==> src/content_defined_chunker_unit_macros.svh <==
//------------------------------------------------------------------------------
// Content-defined chunker assertion macros
// Concurrent assertion helpers shared by the chunker RTL.
//------------------------------------------------------------------------------
`ifndef CONTENT_DEFINED_CHUNKER_UNIT_MACROS_SVH
`define CONTENT_DEFINED_CHUNKER_UNIT_MACROS_SVH

// same-cycle implication, disabled during reset
`define CDCHK_ASSERT_SAME(label, clk, rst, ante, cons) \
   label: assert property (@(posedge clk) disable iff (rst) (ante) |-> (cons)) \
      else $error("chunker assertion failed");

// next-cycle implication, disabled during reset
`define CDCHK_ASSERT_NEXT(label, clk, rst, ante, cons) \
   label: assert property (@(posedge clk) disable iff (rst) (ante) |=> (cons)) \
      else $error("chunker assertion failed");

`endif

==> src/cdchk_pkg.sv <==
//------------------------------------------------------------------------------
// Content-defined chunker package
// Shared constants, transaction types and register codes of the chunker.
//------------------------------------------------------------------------------
package cdchk_pkg;

   localparam int unsigned WindowBytes   = 8;
   localparam int unsigned WinBits       = WindowBytes * 8;
   localparam int unsigned LenBits       = 17;
   localparam int unsigned WinSizeBits   = 16;
   localparam int unsigned CsrAddrBits   = 3;
   localparam int unsigned CsrDataBits   = 32;
   localparam int unsigned QueueDepth    = 4;
   localparam int unsigned QueuePtrBits  = $clog2(QueueDepth);
   localparam int unsigned QueueCntBits  = $clog2(QueueDepth + 1);

   localparam logic [LenBits-1:0]     PosCap          = LenBits'(131071 - 1 - WindowBytes);
   localparam logic [WinSizeBits-1:0] WindowSizeReset = WinSizeBits'(1191);
   localparam logic [LenBits-1:0]     MaxChunkReset   = LenBits'(65536);

   typedef enum logic [0:0] {
      REG_WINDOW_SIZE = 1'b0,
      REG_SIZE_LIMIT  = 1'b1
   } reg_index_type;

   typedef struct packed {
      logic [7:0] data_byte;
      logic       last_byte;
   } req_type;

   typedef struct packed {
      logic [LenBits-1:0] chunk_length;
      logic               final_chunk;
   } rsp_type;

   typedef struct packed {
      logic [WinSizeBits-1:0] window_size;
      logic [LenBits-1:0]     size_limit;
   } cfg_type;

   typedef struct packed {
      logic [1:0] count;
      rsp_type    first;
      rsp_type    second;
   } push_type;

endpackage

==> src/cdchk_csr.sv <==
//------------------------------------------------------------------------------
// Chunker configuration registers
// APB-style register file holding the window size and the chunk size limit.
//------------------------------------------------------------------------------
module cdchk_csr (
   input  logic                                clock,
   input  logic                                reset,
   input  logic                                psel,
   input  logic                                penable,
   input  logic                                pwrite,
   input  logic [cdchk_pkg::CsrAddrBits-1:0]   paddr,
   input  logic [cdchk_pkg::CsrDataBits-1:0]   pwdata,
   output logic [cdchk_pkg::CsrDataBits-1:0]   prdata,
   output logic                                pready,
   output cdchk_pkg::cfg_type                  cfg
);

   cdchk_pkg::cfg_type       cfg_ff;
   cdchk_pkg::cfg_type       cfg_in;
   cdchk_pkg::reg_index_type reg_index;
   logic                     write_en;

   assign pready    = 1'b1;
   assign reg_index = cdchk_pkg::reg_index_type'(paddr[2]);
   assign write_en  = psel & penable & pwrite & pready;
   assign cfg       = cfg_ff;

   always_comb begin
      cfg_in = cfg_ff;
      prdata = '0;
      case (reg_index)
         cdchk_pkg::REG_WINDOW_SIZE: begin
            prdata = cdchk_pkg::CsrDataBits'(cfg_ff.window_size);
            if (write_en) begin
               cfg_in.window_size = pwdata[cdchk_pkg::WinSizeBits-1:0];
            end
         end
         cdchk_pkg::REG_SIZE_LIMIT: begin
            prdata = cdchk_pkg::CsrDataBits'(cfg_ff.size_limit);
            if (write_en) begin
               cfg_in.size_limit = pwdata[cdchk_pkg::LenBits-1:0];
            end
         end
         default: begin
            prdata = '0;
         end
      endcase
   end

   always_ff @(posedge clock) begin
      if (reset) begin
         cfg_ff.window_size <= cdchk_pkg::WindowSizeReset;
         cfg_ff.size_limit  <= cdchk_pkg::MaxChunkReset;
      end else begin
         cfg_ff <= cfg_in;
      end
   end

endmodule

==> src/cdchk_outq.sv <==
//------------------------------------------------------------------------------
// Chunker result queue
// Small queue taking up to two results per cycle and releasing one per cycle.
//------------------------------------------------------------------------------
module cdchk_outq (
   input  logic                 clock,
   input  logic                 reset,
   input  cdchk_pkg::push_type  push,
   input  logic                 pop,
   output cdchk_pkg::rsp_type   head,
   output logic                 not_empty,
   output logic                 almost_full
);

   cdchk_pkg::rsp_type                       entries_ff [cdchk_pkg::QueueDepth];
   logic [cdchk_pkg::QueuePtrBits-1:0]       wr_ptr_ff;
   logic [cdchk_pkg::QueuePtrBits-1:0]       wr_ptr_in;
   logic [cdchk_pkg::QueuePtrBits-1:0]       rd_ptr_ff;
   logic [cdchk_pkg::QueuePtrBits-1:0]       rd_ptr_in;
   logic [cdchk_pkg::QueueCntBits-1:0]       count_ff;
   logic [cdchk_pkg::QueueCntBits-1:0]       count_in;
   logic [cdchk_pkg::QueuePtrBits-1:0]       wr_ptr_next;

   assign head        = entries_ff[rd_ptr_ff];
   assign not_empty   = (count_ff != '0);
   assign almost_full = (count_ff > cdchk_pkg::QueueCntBits'(cdchk_pkg::QueueDepth - 2));
   assign wr_ptr_next = wr_ptr_ff + cdchk_pkg::QueuePtrBits'(1);

   always_comb begin
      wr_ptr_in = wr_ptr_ff + cdchk_pkg::QueuePtrBits'(push.count);
      rd_ptr_in = rd_ptr_ff + cdchk_pkg::QueuePtrBits'(pop);
      count_in  = count_ff + cdchk_pkg::QueueCntBits'(push.count)
                  - cdchk_pkg::QueueCntBits'(pop);
   end

   always_ff @(posedge clock) begin
      if (push.count != 2'd0) begin
         entries_ff[wr_ptr_ff] <= push.first;
      end
      if (push.count == 2'd2) begin
         entries_ff[wr_ptr_next] <= push.second;
      end
   end

   always_ff @(posedge clock) begin
      if (reset) begin
         wr_ptr_ff <= '0;
         rd_ptr_ff <= '0;
         count_ff  <= '0;
      end else begin
         wr_ptr_ff <= wr_ptr_in;
         rd_ptr_ff <= rd_ptr_in;
         count_ff  <= count_in;
      end
   end

endmodule

==> src/content_defined_chunker_unit.sv <==
//------------------------------------------------------------------------------
// Content-defined chunker
// Asymmetric extremum chunking over a byte stream; emits chunk lengths.
//
//   channel | ports                   | direction | transaction
//   --------+-------------------------+-----------+---------------------------
//   req     | req_valid/req_stall     | in        | one stream byte, last flag
//   rsp     | rsp_valid/rsp_stall     | out       | one chunk length, final flag
//   csr     | csr_psel..csr_prdata    | in/out    | register write or read
//
// One byte is taken per cycle while req_stall is low; rsp is fed by the queue.
// The per-byte cost is one 64-bit compare against the held extreme.
// A byte with a boundary on its last flag yields two results, which the
// four-entry result queue drains one per cycle while rsp_stall is low.
// req_stall rises while the queue holds more than two results.
// Reset is synchronous; no clearing pass is needed.
//------------------------------------------------------------------------------
`include "content_defined_chunker_unit_macros.svh"

module content_defined_chunker_unit (
   input  logic                                clock,
   input  logic                                reset,
   input  logic                                req_valid,
   output logic                                req_stall,
   input  cdchk_pkg::req_type                  req_data,
   output logic                                rsp_valid,
   input  logic                                rsp_stall,
   output cdchk_pkg::rsp_type                  rsp_data,
   input  logic                                csr_psel,
   input  logic                                csr_penable,
   input  logic                                csr_pwrite,
   input  logic [cdchk_pkg::CsrAddrBits-1:0]   csr_paddr,
   input  logic [cdchk_pkg::CsrDataBits-1:0]   csr_pwdata,
   output logic [cdchk_pkg::CsrDataBits-1:0]   csr_prdata,
   output logic                                csr_pready
);

   cdchk_pkg::cfg_type                  cfg;
   cdchk_pkg::push_type                 push;
   logic                                accept;
   logic                                pop;
   logic                                queue_full;
   logic                                last_accept;
   logic                                stream_clear;

   logic [cdchk_pkg::WinBits-1:0]       byte_window_ff;
   logic [cdchk_pkg::WinBits-1:0]       byte_window_in;
   logic [cdchk_pkg::WinBits-1:0]       extreme_value_ff;
   logic [cdchk_pkg::WinBits-1:0]       extreme_value_in;
   logic [cdchk_pkg::LenBits-1:0]       extreme_position_ff;
   logic [cdchk_pkg::LenBits-1:0]       extreme_position_in;
   logic [cdchk_pkg::LenBits-1:0]       chunk_offset_ff;
   logic [cdchk_pkg::LenBits-1:0]       chunk_offset_in;

   logic [cdchk_pkg::WinBits-1:0]       window_next;
   logic [cdchk_pkg::LenBits:0]         count_sum;
   logic [cdchk_pkg::LenBits:0]         count;
   logic [cdchk_pkg::LenBits:0]         pos;
   logic [cdchk_pkg::LenBits:0]         pos_plus_one;
   logic [cdchk_pkg::LenBits:0]         window_end;
   logic [cdchk_pkg::LenBits-1:0]       limit;
   logic                                boundary;
   cdchk_pkg::rsp_type                  cut_rsp;
   cdchk_pkg::rsp_type                  end_rsp;

   cdchk_csr u_csr (
      .clock   (clock),
      .reset   (reset),
      .psel    (csr_psel),
      .penable (csr_penable),
      .pwrite  (csr_pwrite),
      .paddr   (csr_paddr),
      .pwdata  (csr_pwdata),
      .prdata  (csr_prdata),
      .pready  (csr_pready),
      .cfg     (cfg)
   );

   cdchk_outq u_outq (
      .clock       (clock),
      .reset       (reset),
      .push        (push),
      .pop         (pop),
      .head        (rsp_data),
      .not_empty   (rsp_valid),
      .almost_full (queue_full)
   );

   assign req_stall    = queue_full;
   assign accept       = req_valid & ~req_stall;
   assign pop          = rsp_valid & ~rsp_stall;
   assign last_accept  = accept & req_data.last_byte;
   assign stream_clear = (chunk_offset_ff == '0) && (extreme_value_ff == '0);

   always_comb begin
      window_next  = {byte_window_ff[cdchk_pkg::WinBits-9:0], req_data.data_byte};
      count_sum    = {1'b0, chunk_offset_ff} + (cdchk_pkg::LenBits+1)'(1);
      pos          = count_sum - (cdchk_pkg::LenBits+1)'(cdchk_pkg::WindowBytes);
      pos_plus_one = pos + (cdchk_pkg::LenBits+1)'(1);
      window_end   = {1'b0, extreme_position_ff}
                     + (cdchk_pkg::LenBits+1)'(cfg.window_size);
      if ((cfg.size_limit == '0) || (cfg.size_limit > cdchk_pkg::PosCap)) begin
         limit = cdchk_pkg::PosCap;
      end else begin
         limit = cfg.size_limit;
      end

      byte_window_in      = byte_window_ff;
      extreme_value_in    = extreme_value_ff;
      extreme_position_in = extreme_position_ff;
      count               = count_sum;
      boundary            = 1'b0;

      if (count_sum >= (cdchk_pkg::LenBits+1)'(cdchk_pkg::WindowBytes)) begin
         if (pos == '0) begin
            extreme_value_in    = window_next;
            extreme_position_in = '0;
         end else if (window_next > extreme_value_ff) begin
            extreme_value_in    = window_next;
            extreme_position_in = pos[cdchk_pkg::LenBits-1:0];
         end else if ((pos == window_end) || (pos >= {1'b0, limit})) begin
            boundary            = 1'b1;
            count               = (cdchk_pkg::LenBits+1)'(cdchk_pkg::WindowBytes - 1);
            extreme_value_in    = '0;
            extreme_position_in = '0;
         end
      end
      byte_window_in  = window_next;
      chunk_offset_in = count[cdchk_pkg::LenBits-1:0];

      cut_rsp.chunk_length = pos_plus_one[cdchk_pkg::LenBits-1:0];
      cut_rsp.final_chunk  = 1'b0;
      end_rsp.chunk_length = chunk_offset_in;
      end_rsp.final_chunk  = 1'b1;

      push = '0;
      if (boundary && req_data.last_byte) begin
         push.count  = 2'd2;
         push.first  = cut_rsp;
         push.second = end_rsp;
      end else if (boundary) begin
         push.count = 2'd1;
         push.first = cut_rsp;
      end else if (req_data.last_byte) begin
         push.count = 2'd1;
         push.first = end_rsp;
      end

      if (req_data.last_byte) begin
         byte_window_in      = '0;
         extreme_value_in    = '0;
         extreme_position_in = '0;
         chunk_offset_in     = '0;
      end

      if (!accept) begin
         push                = '0;
         byte_window_in      = byte_window_ff;
         extreme_value_in    = extreme_value_ff;
         extreme_position_in = extreme_position_ff;
         chunk_offset_in     = chunk_offset_ff;
      end
   end

   always_ff @(posedge clock) begin
      if (reset) begin
         byte_window_ff      <= '0;
         extreme_value_ff    <= '0;
         extreme_position_ff <= '0;
         chunk_offset_ff     <= '0;
      end else begin
         byte_window_ff      <= byte_window_in;
         extreme_value_ff    <= extreme_value_in;
         extreme_position_ff <= extreme_position_in;
         chunk_offset_ff     <= chunk_offset_in;
      end
   end

   `CDCHK_ASSERT_SAME(a_extreme_in_chunk, clock, reset, 1'b1, extreme_position_ff <= chunk_offset_ff)
   `CDCHK_ASSERT_NEXT(a_last_clears, clock, reset, last_accept, stream_clear)
   `CDCHK_ASSERT_NEXT(a_last_emits, clock, reset, last_accept, rsp_valid)

endmodule

==> config.mk <==
export PLATFORM = sky130hd
export DESIGN_NAME = content_defined_chunker_unit
export DESIGN_NICKNAME = d
export VERILOG_FILES = /design/src/cdchk_pkg.sv /design/src/cdchk_csr.sv /design/src/cdchk_outq.sv /design/src/content_defined_chunker_unit.sv
export VERILOG_INCLUDE_DIRS = /design/src /design/src/src
export SDC_FILE = /design/constraint.sdc
export NUM_CORES = 1
export LEC_CHECK = 0
export BUFFER_PORTS_ARGS = -buffer_cell sky130_fd_sc_hd__buf_2
export CORE_UTILIZATION = 62
export DETAILED_ROUTE_END_ITERATION = 10
export PLACE_DENSITY = 0.81
export SETUP_SLACK_MARGIN = 0.4
export SLEW_MARGIN = 0
export SYNTH_ARGS = -nofsm -noshare
export SYNTH_HDL_FRONTEND = slang
export SYNTH_SLANG_ARGS = --single-unit
export TNS_END_PERCENT = 20
==> constraint.sdc <==
create_clock -name clock -period 9.6 [get_ports clock]
set_input_delay 1.92 -clock clock [delete_from_list [all_inputs] [get_ports clock]]
set_output_delay 1.92 -clock clock [all_outputs]
set_load 0.05 [all_outputs]
==> impl_metrics.sql <==
INSERT INTO impl_metrics (metric_group, metric, value, unit) VALUES
('run_status', 'outcome', 'finished, final reports clean', ''),
('floorplanning', 'x_dimension_of_the_die', '162', 'µm'),
('worst_setup_path', 'r2r_cells', '27', ''),
('synth', 'yosysSeqAreaShare', '38.1', '%'),
('sta', 'slew_worst_pin', '1.14', 'ns'),
('worst_setup_path', 'critical_path_peak_fanout', '17', ''),
('routing', 'route.detailed.drc', '0', ''),
('synth', 'syn-mean-instance-area', '8.68', 'µm²'),
('power', 'max-vdd-ir-drop', '0.000155', 'V'),
('routing', 'routed_wire_length_per_instance', '17.5', 'µm'),
('sta', 'fin_tns_setup', '0', 'ns'),
('placement', 'portBuffers', '70', ''),
('power', 'comb_power_share', '21.3', '%'),
('floorplanning', 'io-pin-count', '104', ''),
('synth', 'ys_dominant_reg_cell', 'dfxtp_1', ''),
('synth', 'yosys_warning_total', '0', ''),
('power', 'part_of_the_total_power_dissipated_in_sequential_elements', '42.7', '%'),
('worst_hold_path', 'holdPathStages', '2', ''),
('floorplanning', 'row_count', '58', ''),
('sta', 'rsz_0062_raised_after_global_routing', 'no', ''),
('worst_setup_path', 'crit_type', 'reg2reg', ''),
('job', 'maxCapViolCount', '0', ''),
('sta', 'max-slew-margin-rel', '23.5', '%'),
('worst_setup_path', 'launching_element_type_of_the_critical_path', 'flip-flop', ''),
('placement', 'post_dp_hpwl', '25.7', 'mm'),
('placement', 'dp.cells', '2132', ''),
('clock_network', 'htreeDepth', '1', ''),
('synth', 'synth_compound_gate_area_share', '16.7', '%'),
('power', 'internal_power', '0.00195', 'W'),
('clock_network', 'cts_hold_buffers', '0', ''),
('cells_and_area', 'final_layout_size_suffix_gt1_share', '10.5', '%'),
('routing', 'detailed_routing_iterations_pass_1', '6', ''),
('synth', 'synth_area_in_xor_xnor', '5.08', '%'),
('synth', 'synth_enable_flop_cells', '72', ''),
('power', 'p_per_area', '166', 'nW/µm²'),
('clock_network', 'cts_post_setup_buffers_inserted', '0', ''),
('sta', 'period_needed', '8.37', 'ns'),
('clock_network', 'cts_buffers', '28', ''),
('global_route', 'grt_pass1_wl', '62.8', 'mm'),
('cells_and_area', 'insertedDiodeCount', '0', ''),
('routing', 'postRouteAntennaNets', '0', ''),
('sta', 'hold_violations', '0', ''),
('clock_network', 'cts.reportedPaths.clkPinSlew', '0.06', 'ns'),
('clock_network', 'clock_sinks', '266', ''),
('global_route', 'grt_overflow_total', '0', ''),
('routing', 'postRouteWirelength', '38.2', 'mm'),
('global_route', 'grt_max_degree', '118', ''),
('sta', 'hold_slack', '0.480', 'ns'),
('floorplanning', 'floorplan.die.height', '162', 'µm'),
('synth', 'synthDistinctLibCells', '82', ''),
('global_route', 'grt_util_all_layers', '29.3', '%'),
('clock_network', 'cts_root_buffer', 'clkbuf_16', ''),
('synth', 'syn-cell-area', '15900', 'µm²'),
('cells_and_area', 'area.growth.synth_to_final', '8.03', '%'),
('clock_network', 'post_cts.resized_instances', '0', ''),
('global_route', 'antenna_found_initial', '0', ''),
('clock_network', 'tritoncts', 'yes', ''),
('routing', 'route.vias.total', '13400', ''),
('worst_setup_path', 'crit_path_dat', '8.64', 'ns'),
('cells_and_area', 'design.final.nets', '1992', ''),
('sta', 'timing.final.crit_share', '87.2', '%'),
('worst_setup_path', 'critPathCaptureType', 'flip-flop', ''),
('cells_and_area', 'area_of_the_multi_input_gates', '8980', 'µm²'),
('power', 'switching_share', '31.6', '%'),
('worst_setup_path', 'critical_path_required', '9.87', 'ns'),
('global_route', 'first_global_vias', '12600', ''),
('power', 'static-leakage-power', '6.86', 'nW'),
('power', 'clock_power_share', '36.0', '%'),
('synth', 'synth-simple-area-share', '21.4', '%'),
('worst_hold_path', 'min-delay-path-class', 'reg2reg', ''),
('power', 'report.power.total', '0.00285', 'W');
sequential cells by signal, summed over array words and instances, names as in the netlist:
signal               count
u_csr.cfg               33
u_outq.wr_ptr_ff         2
extreme_position_ff     17
u_outq.count_ff          3
byte_window_ff          56
u_outq.rd_ptr_ff         2
u_outq.entries_ff       72
extreme_value_ff        64
chunk_offset_ff         17
metal layers:
metal,wire [µm],vias up,global-route usage [%]
met3,2720,75,3.14
met5,0,-,0
met2,17900,498,48.5
met1,16800,6316,40.2
li1,-,6489,-
met4,826,0,8.83
path summary, 6_finish.rpt:
check | startpoint | endpoint | slack (ns)
worst max register to register | chunk_offset_ff[0] | u_outq.entries_ff[2][7] | 1.23
worst max-delay path | chunk_offset_ff[0] | u_outq.entries_ff[2][7] | 1.23
worst min-delay path | extreme_position_ff[13] | extreme_position_ff[13] | 0.48
worst min register to register | extreme_position_ff[13] | extreme_position_ff[13] | 0.48
worst max-delay path, stage by stage (launching register included):
cell	delay, ns
dfxtp_1	0.66
ha_1	0.52
nand3_1	0.21
and2_1	0.22
nor2_1	0.33
ha_1	0.40
nand2_1	0.12
o31ai_1	0.56
nand2_1	0.21
nor3_2	0.27
xor2_1	0.48
inv_1	0.18
ha_1	0.25
a2111oi_0	0.28
o211ai_1	0.14
a31oi_1	0.20
o22ai_1	0.10
a211oi_1	0.47
o31ai_1	0.15
buf_4	0.19
and2_0	0.13
buf_4	0.19
ha_1	0.40
nor3b_1	0.34
and3_1	0.44
nor2_1	0.15
nand2_1	0.31
o22ai_1	0.16
synthesized netlist by cell type (all sizes together), types with 8 or more instances:
library cell	number	area share [%]
nand4	32	1.3
edfxtp	72	14
ha	107	8.4
nor3	24	0.82
a21o	35	1.7
mux4	18	2.6
xor2	31	1.9
nand3b	9	0.43
buf	40	1.6
nand2b	24	0.95
mux2	17	1.2
clkbuf	88	2.1
nor2b	74	2.9
nor4	12	0.51
a211o	13	0.72
a21oi	136	4.3
nor2	133	3.1
dfxtp	194	24
or3	8	0.32
o21ai	116	3.8
o22ai	53	2.1
inv	85	2.0
mux2i	8	0.51
o221ai	8	0.44
xnor2	49	2.8
nand2	212	5.0
nand3	48	1.6
and2	12	0.47
and3	68	2.7
logic make-up (layout without fill, tap and decap cells):
logic type,count (synthesis),in the layout
AOI/OAI and AO/OA,430,430
DFF,266,266
muxes,43,43
other,2,16
buffers and inverters,214,225
xor gates and xnor gates,83,83
and+or+nand+nor,679,679
adders and majority gates,109,109
through the flow:
step	util, %	area (µm²)	setup WS [ns]
after global routing	68.2	17100	0.553
final	68.2	17100	1.23
after detailed placement	64.8	16300	1.43
after global placement	64.8	16300	1.52
after floorplan	-	15900	2.71
after CTS	68.2	17100	1.41
final cells by class:
type	instances	area share, %
Multi-Input combinational cell	1360	52.5
Sequential cell	266	35.3
Tap cell	330	2.41
Inverter	86	1.88
Clock inverter	11	0.555
Timing Repair Buffer	90	2.96
Clock buffer	38	4.43
power groups by stage:
| stage | Combinational, W | Clock (W) | Sequential [W] |
|---|---|---|---|
| 2_1_floorplan | 0.000484 | 0 | 0.00122 |
| 3_3_place_gp | 0.000593 | 0 | 0.00124 |
| 3_5_place_dp | 0.000604 | 0 | 0.00124 |
| 4_1_cts | 0.000605 | 0.00103 | 0.00121 |
| 5_1_grt | 0.000654 | 0.00108 | 0.00122 |
| 6_report | 0.000607 | 0.00102 | 0.00121 |
cells in the final DEF, fill, tap and decap left out, types with 8 or more instances in the layout:
cell type,instances
a211o_1,13
a21o_1,35
a21oi_1,135
and2_1,10
and3_1,68
buf_2,69
buf_4,20
clkbuf_1,8
clkbuf_16,28
conb_1,16
dfxtp_1,194
edfxtp_1,72
ha_1,107
inv_1,83
mux2_2,17
mux2i_1,8
mux4_2,18
nand2_1,210
nand2b_1,24
nand3_1,46
nand3b_1,9
nand4_1,31
nor2_1,132
nor2b_1,74
nor3_1,22
nor4_1,11
o21ai_0,100
o21ai_1,12
o221ai_1,8
o22ai_1,53
or3_1,8
xnor2_1,47
xor2_1,28
Power figures use the tool's default switching activity.
